File: src/hdl/lfcf_pkg.sv
`timescale 1ns / 1ps
// ----------------------------------------------------------------------------
// Lowpass feedback comb filter package
// Shared widths, register indexes, reset values, control types and the
// fixed-point helpers used by the comb filter modules.
// ----------------------------------------------------------------------------
package lfcf_pkg;

	localparam int SAMPLE_W   = 16;
	localparam int DLEN_W     = 13;
	localparam int GAIN_W     = 15;
	localparam int PROD_W     = 32;
	localparam int RND_W      = 17;
	localparam int SUM_W      = 18;
	localparam int CFG_IDX_W  = 2;
	localparam int CFG_DATA_W = 15;

	localparam logic [CFG_IDX_W-1:0] REG_DELAY_LENGTH  = 2'd0;
	localparam logic [CFG_IDX_W-1:0] REG_DAMPING_GAIN  = 2'd1;
	localparam logic [CFG_IDX_W-1:0] REG_FEEDBACK_GAIN = 2'd2;

	localparam logic [DLEN_W-1:0] DELAY_LENGTH_RST  = 13'd2048;
	localparam logic [GAIN_W-1:0] DAMPING_GAIN_RST  = 15'd16384;
	localparam logic [GAIN_W-1:0] FEEDBACK_GAIN_RST = 15'd26214;

	typedef enum logic [2:0] {
		ST_CLEAR,
		ST_IDLE,
		ST_MIX,
		ST_FB,
		ST_WR
	} lfcf_state_t;

	typedef struct packed {
		logic accept;
		logic mix;
		logic mul_fb;
		logic wr;
		logic clr;
	} lfcf_cmd_t;

	typedef struct packed {
		logic clr_last;
	} lfcf_status_t;

	// Rounds a Q1.15 product to the nearest integer, halves toward +infinity.
	function automatic logic signed [RND_W-1:0] qround(input logic signed [PROD_W-1:0] p);
		logic signed [PROD_W-1:0] t;
		t = p + 32'sd16384;
		return t[PROD_W-1:PROD_W-RND_W];
	endfunction

	// Adds a sample and a rounded product, saturating to 16 bits.
	function automatic logic signed [SAMPLE_W-1:0] sat_add(
		input logic signed [SAMPLE_W-1:0] a,
		input logic signed [RND_W-1:0] b
	);
		logic signed [SUM_W-1:0] s;
		s = SUM_W'(a) + SUM_W'(b);
		if (s > 18'sd32767) begin
			return 16'sh7fff;
		end else if (s < -18'sd32768) begin
			return 16'sh8000;
		end
		return s[SAMPLE_W-1:0];
	endfunction

endpackage

File: src/hdl/lfcf_ctrl.sv
`timescale 1ns / 1ps
// ----------------------------------------------------------------------------
// Comb filter controller
// Sequences the clearing pass and the four steps of each sample, and owns
// the handshakes of both channels.
// ----------------------------------------------------------------------------
module lfcf_ctrl (
	input  logic                 clk,
	input  logic                 arst_n,
	input  logic                 in_valid,
	output logic                 in_ready,
	output logic                 out_valid,
	input  logic                 out_ready,
	input  lfcf_pkg::lfcf_status_t status,
	output lfcf_pkg::lfcf_cmd_t  cmd
);
	import lfcf_pkg::*;

	lfcf_state_t state_q;
	lfcf_state_t state_d;
	logic        out_valid_q;
	logic        mix_ok;

	assign mix_ok = !out_valid_q || out_ready;

	always_comb begin
		state_d = state_q;
		unique case (state_q)
			ST_CLEAR: begin
				if (status.clr_last) begin
					state_d = ST_IDLE;
				end
			end
			ST_IDLE: begin
				if (in_valid) begin
					state_d = ST_MIX;
				end
			end
			ST_MIX: begin
				if (mix_ok) begin
					state_d = ST_FB;
				end
			end
			ST_FB: begin
				state_d = ST_WR;
			end
			ST_WR: begin
				state_d = ST_IDLE;
			end
			default: begin
				state_d = ST_IDLE;
			end
		endcase
	end

	always_comb begin
		cmd      = '0;
		in_ready = 1'b0;
		unique case (state_q)
			ST_CLEAR: begin
				cmd.clr = 1'b1;
			end
			ST_IDLE: begin
				in_ready   = 1'b1;
				cmd.accept = in_valid;
			end
			ST_MIX: begin
				cmd.mix = mix_ok;
			end
			ST_FB: begin
				cmd.mul_fb = 1'b1;
			end
			ST_WR: begin
				cmd.wr = 1'b1;
			end
			default: begin
				cmd = '0;
			end
		endcase
	end

	always_ff @(posedge clk or negedge arst_n) begin
		if (!arst_n) begin
			state_q     <= ST_CLEAR;
			out_valid_q <= 1'b0;
		end else begin
			state_q <= state_d;
			if (cmd.mix) begin
				out_valid_q <= 1'b1;
			end else if (out_ready) begin
				out_valid_q <= 1'b0;
			end
		end
	end

	assign out_valid = out_valid_q;

	a_accept_to_mix: assert property (@(posedge clk) disable iff (!arst_n)
		cmd.accept |=> state_q == ST_MIX)
		else $error("accepted beat did not move to the mix step");

	a_no_accept_clear: assert property (@(posedge clk) disable iff (!arst_n)
		state_q == ST_CLEAR |-> !in_ready)
		else $error("input ready during clearing pass");

	a_mix_loads_out: assert property (@(posedge clk) disable iff (!arst_n)
		cmd.mix |=> out_valid_q)
		else $error("mix step did not present an output beat");

	a_stall_in_mix: assert property (@(posedge clk) disable iff (!arst_n)
		state_q == ST_MIX && !mix_ok |=> state_q == ST_MIX)
		else $error("mix step overwrote an output beat not yet taken");

endmodule

File: config.mk
export PLATFORM = sky130hd
export DESIGN_NAME = lfcf_ctrl
export DESIGN_NICKNAME = d
export VERILOG_FILES = /design/src/hdl/lfcf_pkg.sv /design/src/hdl/lfcf_ctrl.sv
export SDC_FILE = /design/constraint.sdc
export NUM_CORES = 1
export LEC_CHECK = 0
export ABC_CLOCK_PERIOD_IN_PS = 1400
export BUFFER_PORTS_ARGS = -buffer_cell sky130_fd_sc_hd__buf_2
export CORE_AREA = 2 2 39 41
export DETAILED_ROUTE_END_ITERATION = 12
export DIE_AREA = 0 0 41 43
export SYNTH_ARGS = -nofsm -noshare
export SYNTH_HDL_FRONTEND = slang
export SYNTH_SLANG_ARGS = --single-unit
File: constraint.sdc
create_clock -name clk -period 1.4 [get_ports clk]
set_input_delay 0.14 -clock clk [delete_from_list [all_inputs] [get_ports clk]]
set_output_delay 0.14 -clock clk [all_outputs]
set_load 0.05 [all_outputs]
==> summary.md, run 1 <==
| Metric | Value |
|---|---|
| Status | finished, violations left |
| Violations in the final reports | negative setup slack |
| Asr flop ratio synth | between 90% and 100% |
| Clock sink count | 4 |
| Post-synth top flop | dfrtp_1 |
| Register clock-pin slew on the reported worst setup and hold paths | approximately 0.040 ns |
| Placer Congestion | between 0.6 and 0.7 |
| Wirelength per Cell | roughly 11 microns |
| Cell variety after synth | 17 |
| Largest cells by area after synthesis | dfrtp_1 (40%), and3b_2 (8.0%), nand3b_1 (6.0%), nor3b_1 (6.0%), buf_6 (4.5%) |
| Endpoint of the lowest-slack register-to-register path | state_q[0]$_DFFE_PN0P_ |
| Worst slew margin | 83.6% |
| RSZ-0062 raised after global routing | true |
| Die Width | 41 microns |
| Setup clock skew after layout | 0.00866 ns |
| Most area-hungry cell type in the Yosys netlist | dfrtp_1 |
| Via count | 247 |
| Pin count of the biggest net entering global routing | 11 |
| Clock buffer depth | 2 |
| Placed Instance Area | around 340 sq um |
| Number of diodes | 0 |
| Worst Min Path Start | out_ready |
| Required time of the critical path | 1.26 ns |
| Crit end category | output port |
| Total wire length | 618 microns |
| Post-route DRC | 0 |
| Post-placement setup slack | 0.110 ns |
| GRT Residual Overflow | 0 |
| Worst-skew pair later-pin latency | 0.24 ns |
| I/O Pins | 12 |
| Iteration-0 DRC Markers | 2 |
| Vias/cell | 4.26 |
| Core Footprint | 1380 sq um |
| Transition time at the pin with the least slew margin | 0.247 ns |
| Met1 usage | 7.49% |
| Largest fanout on the critical path | 2 |
| Met2 track demand over resource in global routing | between 10% and 20% |
| Final core utilization | between 30% and 40% |
| Overall die area | 1760 sq um |
| Critical Path Source Type | flop |
| DRT antenna net count | 0 |
| Post-synth top area share | 39.8% |
| Final-report max-slew violation count | 0 |
| Synthesized instance count | 24 |
| Proportion of synthesized chip area in sequential cells | roughly 40% |
| Count of maximum capacitance violations | 0 |
| R2r worst-path depth | 4 |
| Number of buffer cells added on primary ports | 11 |
| Worst hold stages | 2 |
| Post-route worst setup slack | -0.0544 ns |
| Post-synth net total | 29 |
| Min cycle time layout | 1.45 ns |
| Met3 capacity usage during global routing | 3.14% |
| CTS tree | built |
| Row Count | 14 |
| Post-synth design cell area | approximately 250 sq um |
| Launch instance of the worst register-to-register path | state_q[1]$_DFFE_PN0P_ |
| Num CTS Buffers | 3 |
| Growth of design area from synthesis to finish | 73.1% |
| TritonRoute pass-1 iters | 2 |
| Worst hold-check path type | in -> reg |
| Highest Clock Rate | 688 MHz |
| Syn avg cell area | 10.5 sq um |
| Highest-count cells in the layout ignoring fill and taps | clkbuf_4 (5), buf_2 (5), buf_4 (5), dfrtp_1 (4), buf_6 (4) |
| Share of cells above drive strength 1 | 59.5% |
| Number of setup violations in the final report | 1 |
| FF-to-FF setup slack | 0.12 ns |
| Terminating pin of the worst hold path | out_valid$_DFFE_PN0P_ |
| Global-route wire length before repair | 834 microns |
| Effective utilization at floorplan | 18.2% |
| Final cell area excluding filler cells | 435 sq um |
| Register bit count reported by yosys | 4 |
| Yosys synthesis warning count | 0 |
| Vias in the first global route | approximately 220 |
| Die Ht | 43 microns |
| Antenna violations before repair | 0 |
| Hold violation count in the final report | 0 |
| Layer with the highest usage | met2 |
| Type of the setup path with the least slack | reg -> out |
| Max H-tree Level | 1 |
| Gr usage total | 7.36% |
| Data arrival time at the worst-slack endpoint | 1.31 ns |
| Master cell of the clock root buffer | clkbuf_4 |
| Number of flops mapped to enable cells by yosys | 0 |
| Portion of the clock cycle consumed by the worst path in the final layout | 104% |
| Layout net count | 49 |
| Final sum of negative setup slack | -0.0544 ns |
## cells in the mapped netlist (all sizes together) (2+ instances only)
master  count
and3b       2
dfrtp       4
nand3b      2
a21oi       2
nor3b       2
buf         2
inv         2
## critical path: stages, from the launching register on
cell and delay [ns]:
dfrtp_1 0.37, or3b_4 0.41, a21oi_4 0.12, buf_6 0.17
## worst max-delay path by stage
stage | from | end | slack [ns] | cells after the start
floorplan | state_q[1]$_DFFE_PN0P_ | cmd[1] | -0.42 | 2
global placement | state_q[2]$_DFFE_PN0P_ | cmd[3] | 0.12 | 3
detailed placement | state_q[2]$_DFFE_PN0P_ | cmd[3] | 0.11 | 3
CTS | state_q[0]$_DFFE_PN0P_ | cmd[3] | -0.06 | 3
global route | state_q[0]$_DFFE_PN0P_ | cmd[3] | -0.08 | 3
finish | state_q[0]$_DFFE_PN0P_ | cmd[3] | -0.05 | 3
## flip-flops by register name, summed over array words and instances (netlist names)
signal     cells
out_valid      1
state_q        3
## kinds of logic (layout without fill, tap and decap cells)
kind of cell / after synthesis / in the layout / synth area share [%]
buffers and inverters: 4 / 22 / 10.4
AO/OA/AOI/OAI: 5 / 5 / 15.4
flip-flops: 4 / 4 / 39.8
AND/OR/NAND/NOR: 11 / 11 / 34.3
## timing repair
item                       4_1_cts  5_1_grt
hold endpoints to repair         4        0
buffers inserted                 2        0
setup endpoints to repair        3        6
resized for setup                5        9
hold buffers                     1        0
pin swaps                        2        0
## through the flow
stage | hold WS, ns | cells
global placement | -0.0536 | 52
CTS | 0.103 | 58
detailed placement | -0.0492 | 52
global route | 0.114 | 58
finish | 0.104 | 58
floorplan | -0.156 | 24
## layout make-up
type	instances	area (sq um)
timing repair buffer	17	133
clock buffer	3	22.5
inverter	2	7.51
tap	16	20.0
sequential	4	100
multi-input combinational	16	153
fill	151	948
## per-layer routing
layer / vias up / routed length (microns)
met2: 3 / 372
li1: 122 / -
met3: 0 / 21
met4: 0 / 0
met1: 122 / 224
met5: - / 0
Power of run 1 is left out: the tool's default activity adds up to more than one toggle a clock period on the data nets, which glitch-free logic cannot reach.
==> run 2: changes to the inputs <==
BUFFER_PORTS_ARGS = not set   (was -buffer_cell sky130_fd_sc_hd__buf_2)
DONT_BUFFER_PORTS = 1   (was not set)
MAX_ROUTING_LAYER = met4   (was not set)
==> summary.md, run 2 (synthesis gave the netlist of run 1 again) <==
| Metric | Value |
|---|---|
| Status | finished, violations left |
| Violations in the final reports | negative setup slack |
| Post-route DRC | 0 (unchanged) |
| Transition time at the pin with the least slew margin | 0.258 ns (+0.0111 ns) |
| TritonRoute pass-1 iters | 2 (unchanged) |
| Master cell of the clock root buffer | clkbuf_4 |
| Worst hold-check path type | in -> reg |
| Num CTS Buffers | 3 (unchanged) |
| Total wire length | 542 microns (-12%) |
| Critical Path Source Type | flop |
| Die Ht | 43 microns (unchanged) |
| CTS tree | built |
| Min cycle time layout | 1.44 ns (-0.0155 ns) |
| Data arrival time at the worst-slack endpoint | 1.30 ns (about the same) |
| Pin count of the biggest net entering global routing | 11 (unchanged) |
| Final-report max-slew violation count | 0 (unchanged) |
| Row Count | 14 (unchanged) |
| RSZ-0062 raised after global routing | true |
| Crit end category | output port |
| Max H-tree Level | 1 (unchanged) |
| Worst-skew pair later-pin latency | 0.23 ns (about the same) |
| Setup clock skew after layout | 0.000249 ns (-0.00841 ns) |
| Iteration-0 DRC Markers | 6 (+4) |
| Number of diodes | 0 (unchanged) |
| Met2 wire len | 289 microns (-22%) |
| Uppermost layer routed | met3 |
| Portion of the clock cycle consumed by the worst path in the final layout | 103% (-1.1 points) |
| Antenna violations before repair | 0 (unchanged) |
| Detailed route wirelength on metal3 | 25 microns (+19%) |
| Core Footprint | 1380 sq um (unchanged) |
| Number of setup violations in the final report | 1 (unchanged) |
| Post-route worst setup slack | -0.0389 ns (+0.0155 ns) |
| Share of cells above drive strength 1 | 55.6% (-4.0 points) |
| Vias in the first global route | 229 (+6.5%) |
| Most common cell after layout, fill and taps aside | buf_4 |
| Overall die area | 1760 sq um (unchanged) |
| Placed wire-length estimate | between 400 and 500 microns |
| M1 wire length | 227 microns (+1.3%) |
| Vias/cell | 4.33 (+1.6%) |
| Hold violation count in the final report | 0 (unchanged) |
| Worst slew margin | 82.8% (-0.80 points) |
| Largest fanout on the critical path | 2 (unchanged) |
| Die Width | 41 microns (unchanged) |
| Clock sink count | 4 (unchanged) |
| Highest Clock Rate | 695 MHz (+1.1%) |
| Wirelength per Cell | 10.4 microns (-2.2%) |
| Clock buffer depth | 2 (unchanged) |
| Type of the setup path with the least slack | reg -> out |
| Placer Congestion | 0.721 (+10%) |
| Global-route wire length before repair | 959 microns (+15%) |
| Gr usage total | 8.78% (+1.4 points) |
| Layout net count | 43 (-12%) |
| Register clock-pin slew on the reported worst setup and hold paths | 0.04 ns (about the same) |
| Via count | 225 (-8.9%) |
| Number of buffer cells added on primary ports | 0 (-11) |
| Register with the highest flop count | state_q |
| Highest-count cells in the layout ignoring fill and taps | buf_4 (5), dfrtp_1 (4), clkbuf_4 (3), buf_6 (3) |
| I/O Pins | 12 (unchanged) |
| DRT antenna net count | 0 (unchanged) |
| Post-route worst hold slack | 0.0751 ns (-0.0284 ns) |
| Growth of design area from synthesis to finish | 68.7% |
| Effective utilization at floorplan | 18.2% (unchanged) |
| GRT Residual Overflow | 0 (unchanged) |
| Count of maximum capacitance violations | 0 (unchanged) |
| Number of flip-flops under the largest register name | 3 (unchanged) |
| Required time of the critical path | 1.26 ns (about the same) |
[run 2: timing repair]
action / in CTS / in global routing
endpoints found under the setup margin: 2 / 5
resized for setup: 2 / 3
buffers inserted: 1 / 0
pin swaps: 2 / 1
endpoints found under the hold margin: 5 / 0
hold buffers: 2 / 0
[run 2: path summary, 6_finish.rpt]
check | startpoint | to | slack [ns] | depth (start not counted)
setup / recovery | state_q[0]$_DFFE_PN0P_ | cmd[3] | -0.04 | 3
hold / removal | in_valid | state_q[1]$_DFFE_PN0P_ | 0.08 | 2
setup reg to reg | state_q[1]$_DFFE_PN0P_ | state_q[0]$_DFFE_PN0P_ | 0.20 | 3
hold reg to reg | state_q[0]$_DFFE_PN0P_ | out_valid$_DFFE_PN0P_ | 0.58 | 2
max in group asynchronous | arst_n | out_valid$_DFFE_PN0P_ | 1.06 | 1
min in group asynchronous | arst_n | state_q[1]$_DFFE_PN0P_ | 0.18 | 1
[run 2: area by class of cell]
type | count | area (sq um)
tap | 16 | 20.0
clock buffer | 3 | 22.5
inverter | 2 | 7.51
multi-input combinational | 16 | 163
fill | 153 | 960
sequential | 4 | 100
timing repair buffer | 11 | 111
[run 2: worst max-delay path: stages, from the launching register on]
cell and delay, ns:
dfrtp_1 0.37, or3b_4 0.41, a21oi_4 0.14, buf_12 0.15
[run 2: stage by stage]
step                util (%)  area, sq um  std cells  TNS (ns)  setup slack (ns)
floorplan                  -          265         24     -1.42            -0.418
global placement        25.8          357         47         0             0.207
detailed placement      25.8          357         47         0             0.191
CTS                     30.0          415         53   -0.0796           -0.0472
global route            30.7          424         52    -0.156           -0.0827
finish                  30.7          424         52   -0.0389           -0.0389
[run 2: per-layer routing]
layer  global-route usage [%]  up-vias
met4                     8.00        0
met2                     11.3        3
met1                     9.77      109
li1                         -      113
met3                     3.66        0
met5                        -        -
Power of run 2 is left out for the same reason.
==> run 3: changes to the inputs <==
ABC_AREA = 1   (was not set)
CTS_BUF_LIST = sky130_fd_sc_hd__clkbuf_4   (was not set)
PLACE_DENSITY_LB_ADDON = 0.1   (was not set)
==> summary.md, run 3 <==
| Metric | Value |
|---|---|
| Status | complete, no violations |
| Register with the highest flop count | state_q |
| Gr usage total | 7.44% (-1.3 points) |
| Die Width | 41 microns (unchanged) |
| Number of flip-flops under the largest register name | 3 (unchanged) |
| Number of setup violations in the final report | 0 (-1) |
| Most common cell after layout, fill and taps aside | buf_4 |
| I/O Pins | 12 (unchanged) |
| Post-synth net total | 37 (+28%) |
| Transition time at the pin with the least slew margin | 0.252 ns (-0.00572 ns) |
| Portion of the clock cycle consumed by the worst path in the final layout | 98.3% (-4.5 points) |
| Clock sink count | 4 (unchanged) |
| FF-to-FF setup slack | 0.35 ns (+0.15 ns) |
| Detailed route wirelength on metal3 | 31 microns (+24%) |
| Number of buffer cells added on primary ports | 0 (unchanged) |
| Post-route worst hold slack | 0.0156 ns (-0.0595 ns) |
| Most used standard cell by instance count after synthesis | nor2_1 |
| Vias/cell | 3.90 (-9.8%) |
| Master cell of the clock root buffer | clkbuf_4 |
| Register clock-pin slew on the reported worst setup and hold paths | 0.04 ns (about the same) |
| Proportion of synthesized chip area in sequential cells | 42.1% (+2.3 points) |
| Start point of the critical path | state_q[1]$_DFFE_PN0P_ |
| GRT Residual Overflow | 0 (unchanged) |
| Most area-hungry cell type in the Yosys netlist | dfrtp_1 |
| RSZ-0062 raised after global routing | true |
| Setup clock skew after layout | 0.00109 ns (+0.000844 ns) |
| Share of cells above drive strength 1 | 52.2% (-3.4 points) |
| Growth of design area from synthesis to finish | 67.9% |
| Worst hold-check path type | in -> reg |
| DRT antenna net count | 0 (unchanged) |
| Yosys synthesis warning count | 0 (unchanged) |
| Count of maximum capacitance violations | 0 (unchanged) |
| Footprint of the multi-input gates | 130 sq um (-20%) |
| Register bit count reported by yosys | 4 (unchanged) |
| Synthesized instance count | 32 (+33%) |
| Worst-skew pair later-pin latency | 0.23 ns (about the same) |
| Overall die area | 1760 sq um (unchanged) |
| Number of diodes | 0 (unchanged) |
| Required time of the critical path | 1.26 ns (about the same) |
| Post-route DRC | 0 (unchanged) |
| Row Count | 14 (unchanged) |
| Layout net count | 53 (+23%) |
| Commonest cells in the netlist | nor2_1 (9), inv_1 (5), dfrtp_1 (4) |
| Post-synth top flop | dfrtp_1 |
| Hold violation count in the final report | 0 (unchanged) |
| R2r worst-path depth | 6 (+3) |
| Post-synth design cell area | 238 sq um (-5.5%) |
| Most used cell along the critical path | inv_2 |
| Pin count of the biggest net entering global routing | 6 (-5) |
| Number of flops mapped to enable cells by yosys | 0 (unchanged) |
| CTS tree | built |
| Via count | 242 (+7.6%) |
| Largest fanout on the critical path | 5 (+3) |
| Largest cells by area after synthesis | dfrtp_1 (42%), nor2_1 (14%), inv_1 (7.9%), nand2_4 (4.7%), nor2_4 (4.7%) |
| FILL cells | 158 (+3.3%) |
| Post-synth top area share | 42.1% (+2.3 points) |
| Max H-tree Level | 1 (unchanged) |
| Placer Congestion | 0.651 (-9.7%) |
| Antenna violations before repair | 0 (unchanged) |
| Worst slew margin | 83.1% (+0.26 points) |
| Critical path endpoint | cmd[3] |
| Met2 wire len | 296 microns (+2.4%) |
| M1 wire length | 222 microns (-2.2%) |
| Highest Clock Rate | 727 MHz (+4.6%) |
| CP peak stage delay | 0.40 ns (about the same) |
| Num CTS Buffers | 3 (unchanged) |
| Highest-count cells in the layout ignoring fill and taps | buf_4 (9), nor2_1 (8), inv_1 (4), inv_2 (3), clkbuf_4 (3) |
| Placed wire-length estimate | 441 microns (+5.2%) |
| Die Ht | 43 microns (unchanged) |
| Launch instance of the worst register-to-register path | state_q[2]$_DFFE_PN0P_ |
| Endpoint of the lowest-slack register-to-register path | state_q[1]$_DFFE_PN0P_ |
| Final-report max-slew violation count | 0 (unchanged) |
| Min cycle time layout | 1.38 ns (-0.0629 ns) |
| Effective utilization at floorplan | 17.2% (-0.99 points) |
| Asr flop ratio synth | 100% (unchanged) |
| Wirelength per Cell | 8.87 microns (-15%) |
| Storage element area | 103 sq um (+2.5%) |
| CP max-delay cell | dfrtp_2 |
| Clock buffer depth | 2 (unchanged) |
| Core Footprint | 1380 sq um (unchanged) |
| Cell variety after synth | 14 (-3) |
| Vias in the first global route | 210 (-8.3%) |
| Critical Path Source Type | flop |
| Data arrival time at the worst-slack endpoint | 1.24 ns (-0.06 ns) |
| Global-route wire length before repair | 848 microns (-12%) |
| TritonRoute pass-1 iters | 2 (unchanged) |
| Iteration-0 DRC Markers | 1 (-5) |
| Uppermost layer routed | met3 |
| Type of the setup path with the least slack | reg -> out |
| CP Cell Sequence | inv_2 > nor3_4 > inv_2 > nor2_4 > buf_12 |
| Crit end category | output port |
| Syn avg cell area | 7.43 sq um (-29%) |
| Total wire length | 550 microns (+1.5%) |
-- run 3: worst max-delay path: cells and delay by family (launching register included) --
kind	cells	cell delay (ns)
simple gates	2	0.33
flops	1	0.40
buf+inv	3	0.28
-- run 3: area by class of cell --
cell class | instances | area share [%]
multi-input cells | 21 | 32.6
flip-flops and latches | 4 | 25.7
repair buffers | 11 | 24.5
inverters | 7 | 6.58
clock buffers | 3 | 5.64
well taps | 16 | 5.02
-- run 3: how the worst min path moves through the flow --
stage	endpoint	slack (ns)	start	cells past startpoint
3_3_place_gp	out_valid$_DFFE_PN0P_	-0.16	arst_n	0
4_1_cts	out_valid$_DFFE_PN0P_	0.01	out_ready	1
6_report	out_valid$_DFFE_PN0P_	0.02	out_ready	1
5_1_grt	out_valid$_DFFE_PN0P_	0.03	out_ready	1
2_1_floorplan	out_valid$_DFFE_PN0P_	-0.16	arst_n	0
3_5_place_dp	out_valid$_DFFE_PN0P_	-0.16	arst_n	0
-- run 3: kinds of logic after synthesis --
group           count (synthesis)  share of synthesized area (%)
flops                           4                           42.1
compound gates                  2                           4.21
simple gates                   19                           42.6
buf+inv                         7                           11.1
-- run 3: per-layer routing --
layer | up-vias | track usage (%)
li1 | 125 | -
met1 | 110 | 8.79
met2 | 7 | 10.3
met3 | 0 | 3.14
met4 | 0 | 4.00
met5 | - | -
-- run 3: stage by stage --
step | instances | utilization [%] | setup WS (ns) | TNS (ns) | instance area (sq um)
5_1_grt | 62 | 28.8 | -0.0406 | -0.0406 | 399
2_1_floorplan | 32 | - | -0.0116 | -0.0231 | 245
4_1_cts | 59 | 26.3 | 0.0123 | 0 | 364
3_5_place_dp | 55 | 23.9 | 0.211 | 0 | 330
6_report | 62 | 28.8 | 0.0240 | 0 | 399
3_3_place_gp | 55 | 23.9 | 0.194 | 0 | 330
-- run 3: timing repair --
action,in CTS,in global routing
hold buffers,1,0
setup endpoints to repair,1,1
buffers inserted,0,3
pin swaps,0,2
hold endpoints to repair,4,0
gates resized for setup,1,4
Power of run 3 is left out for the same reason.
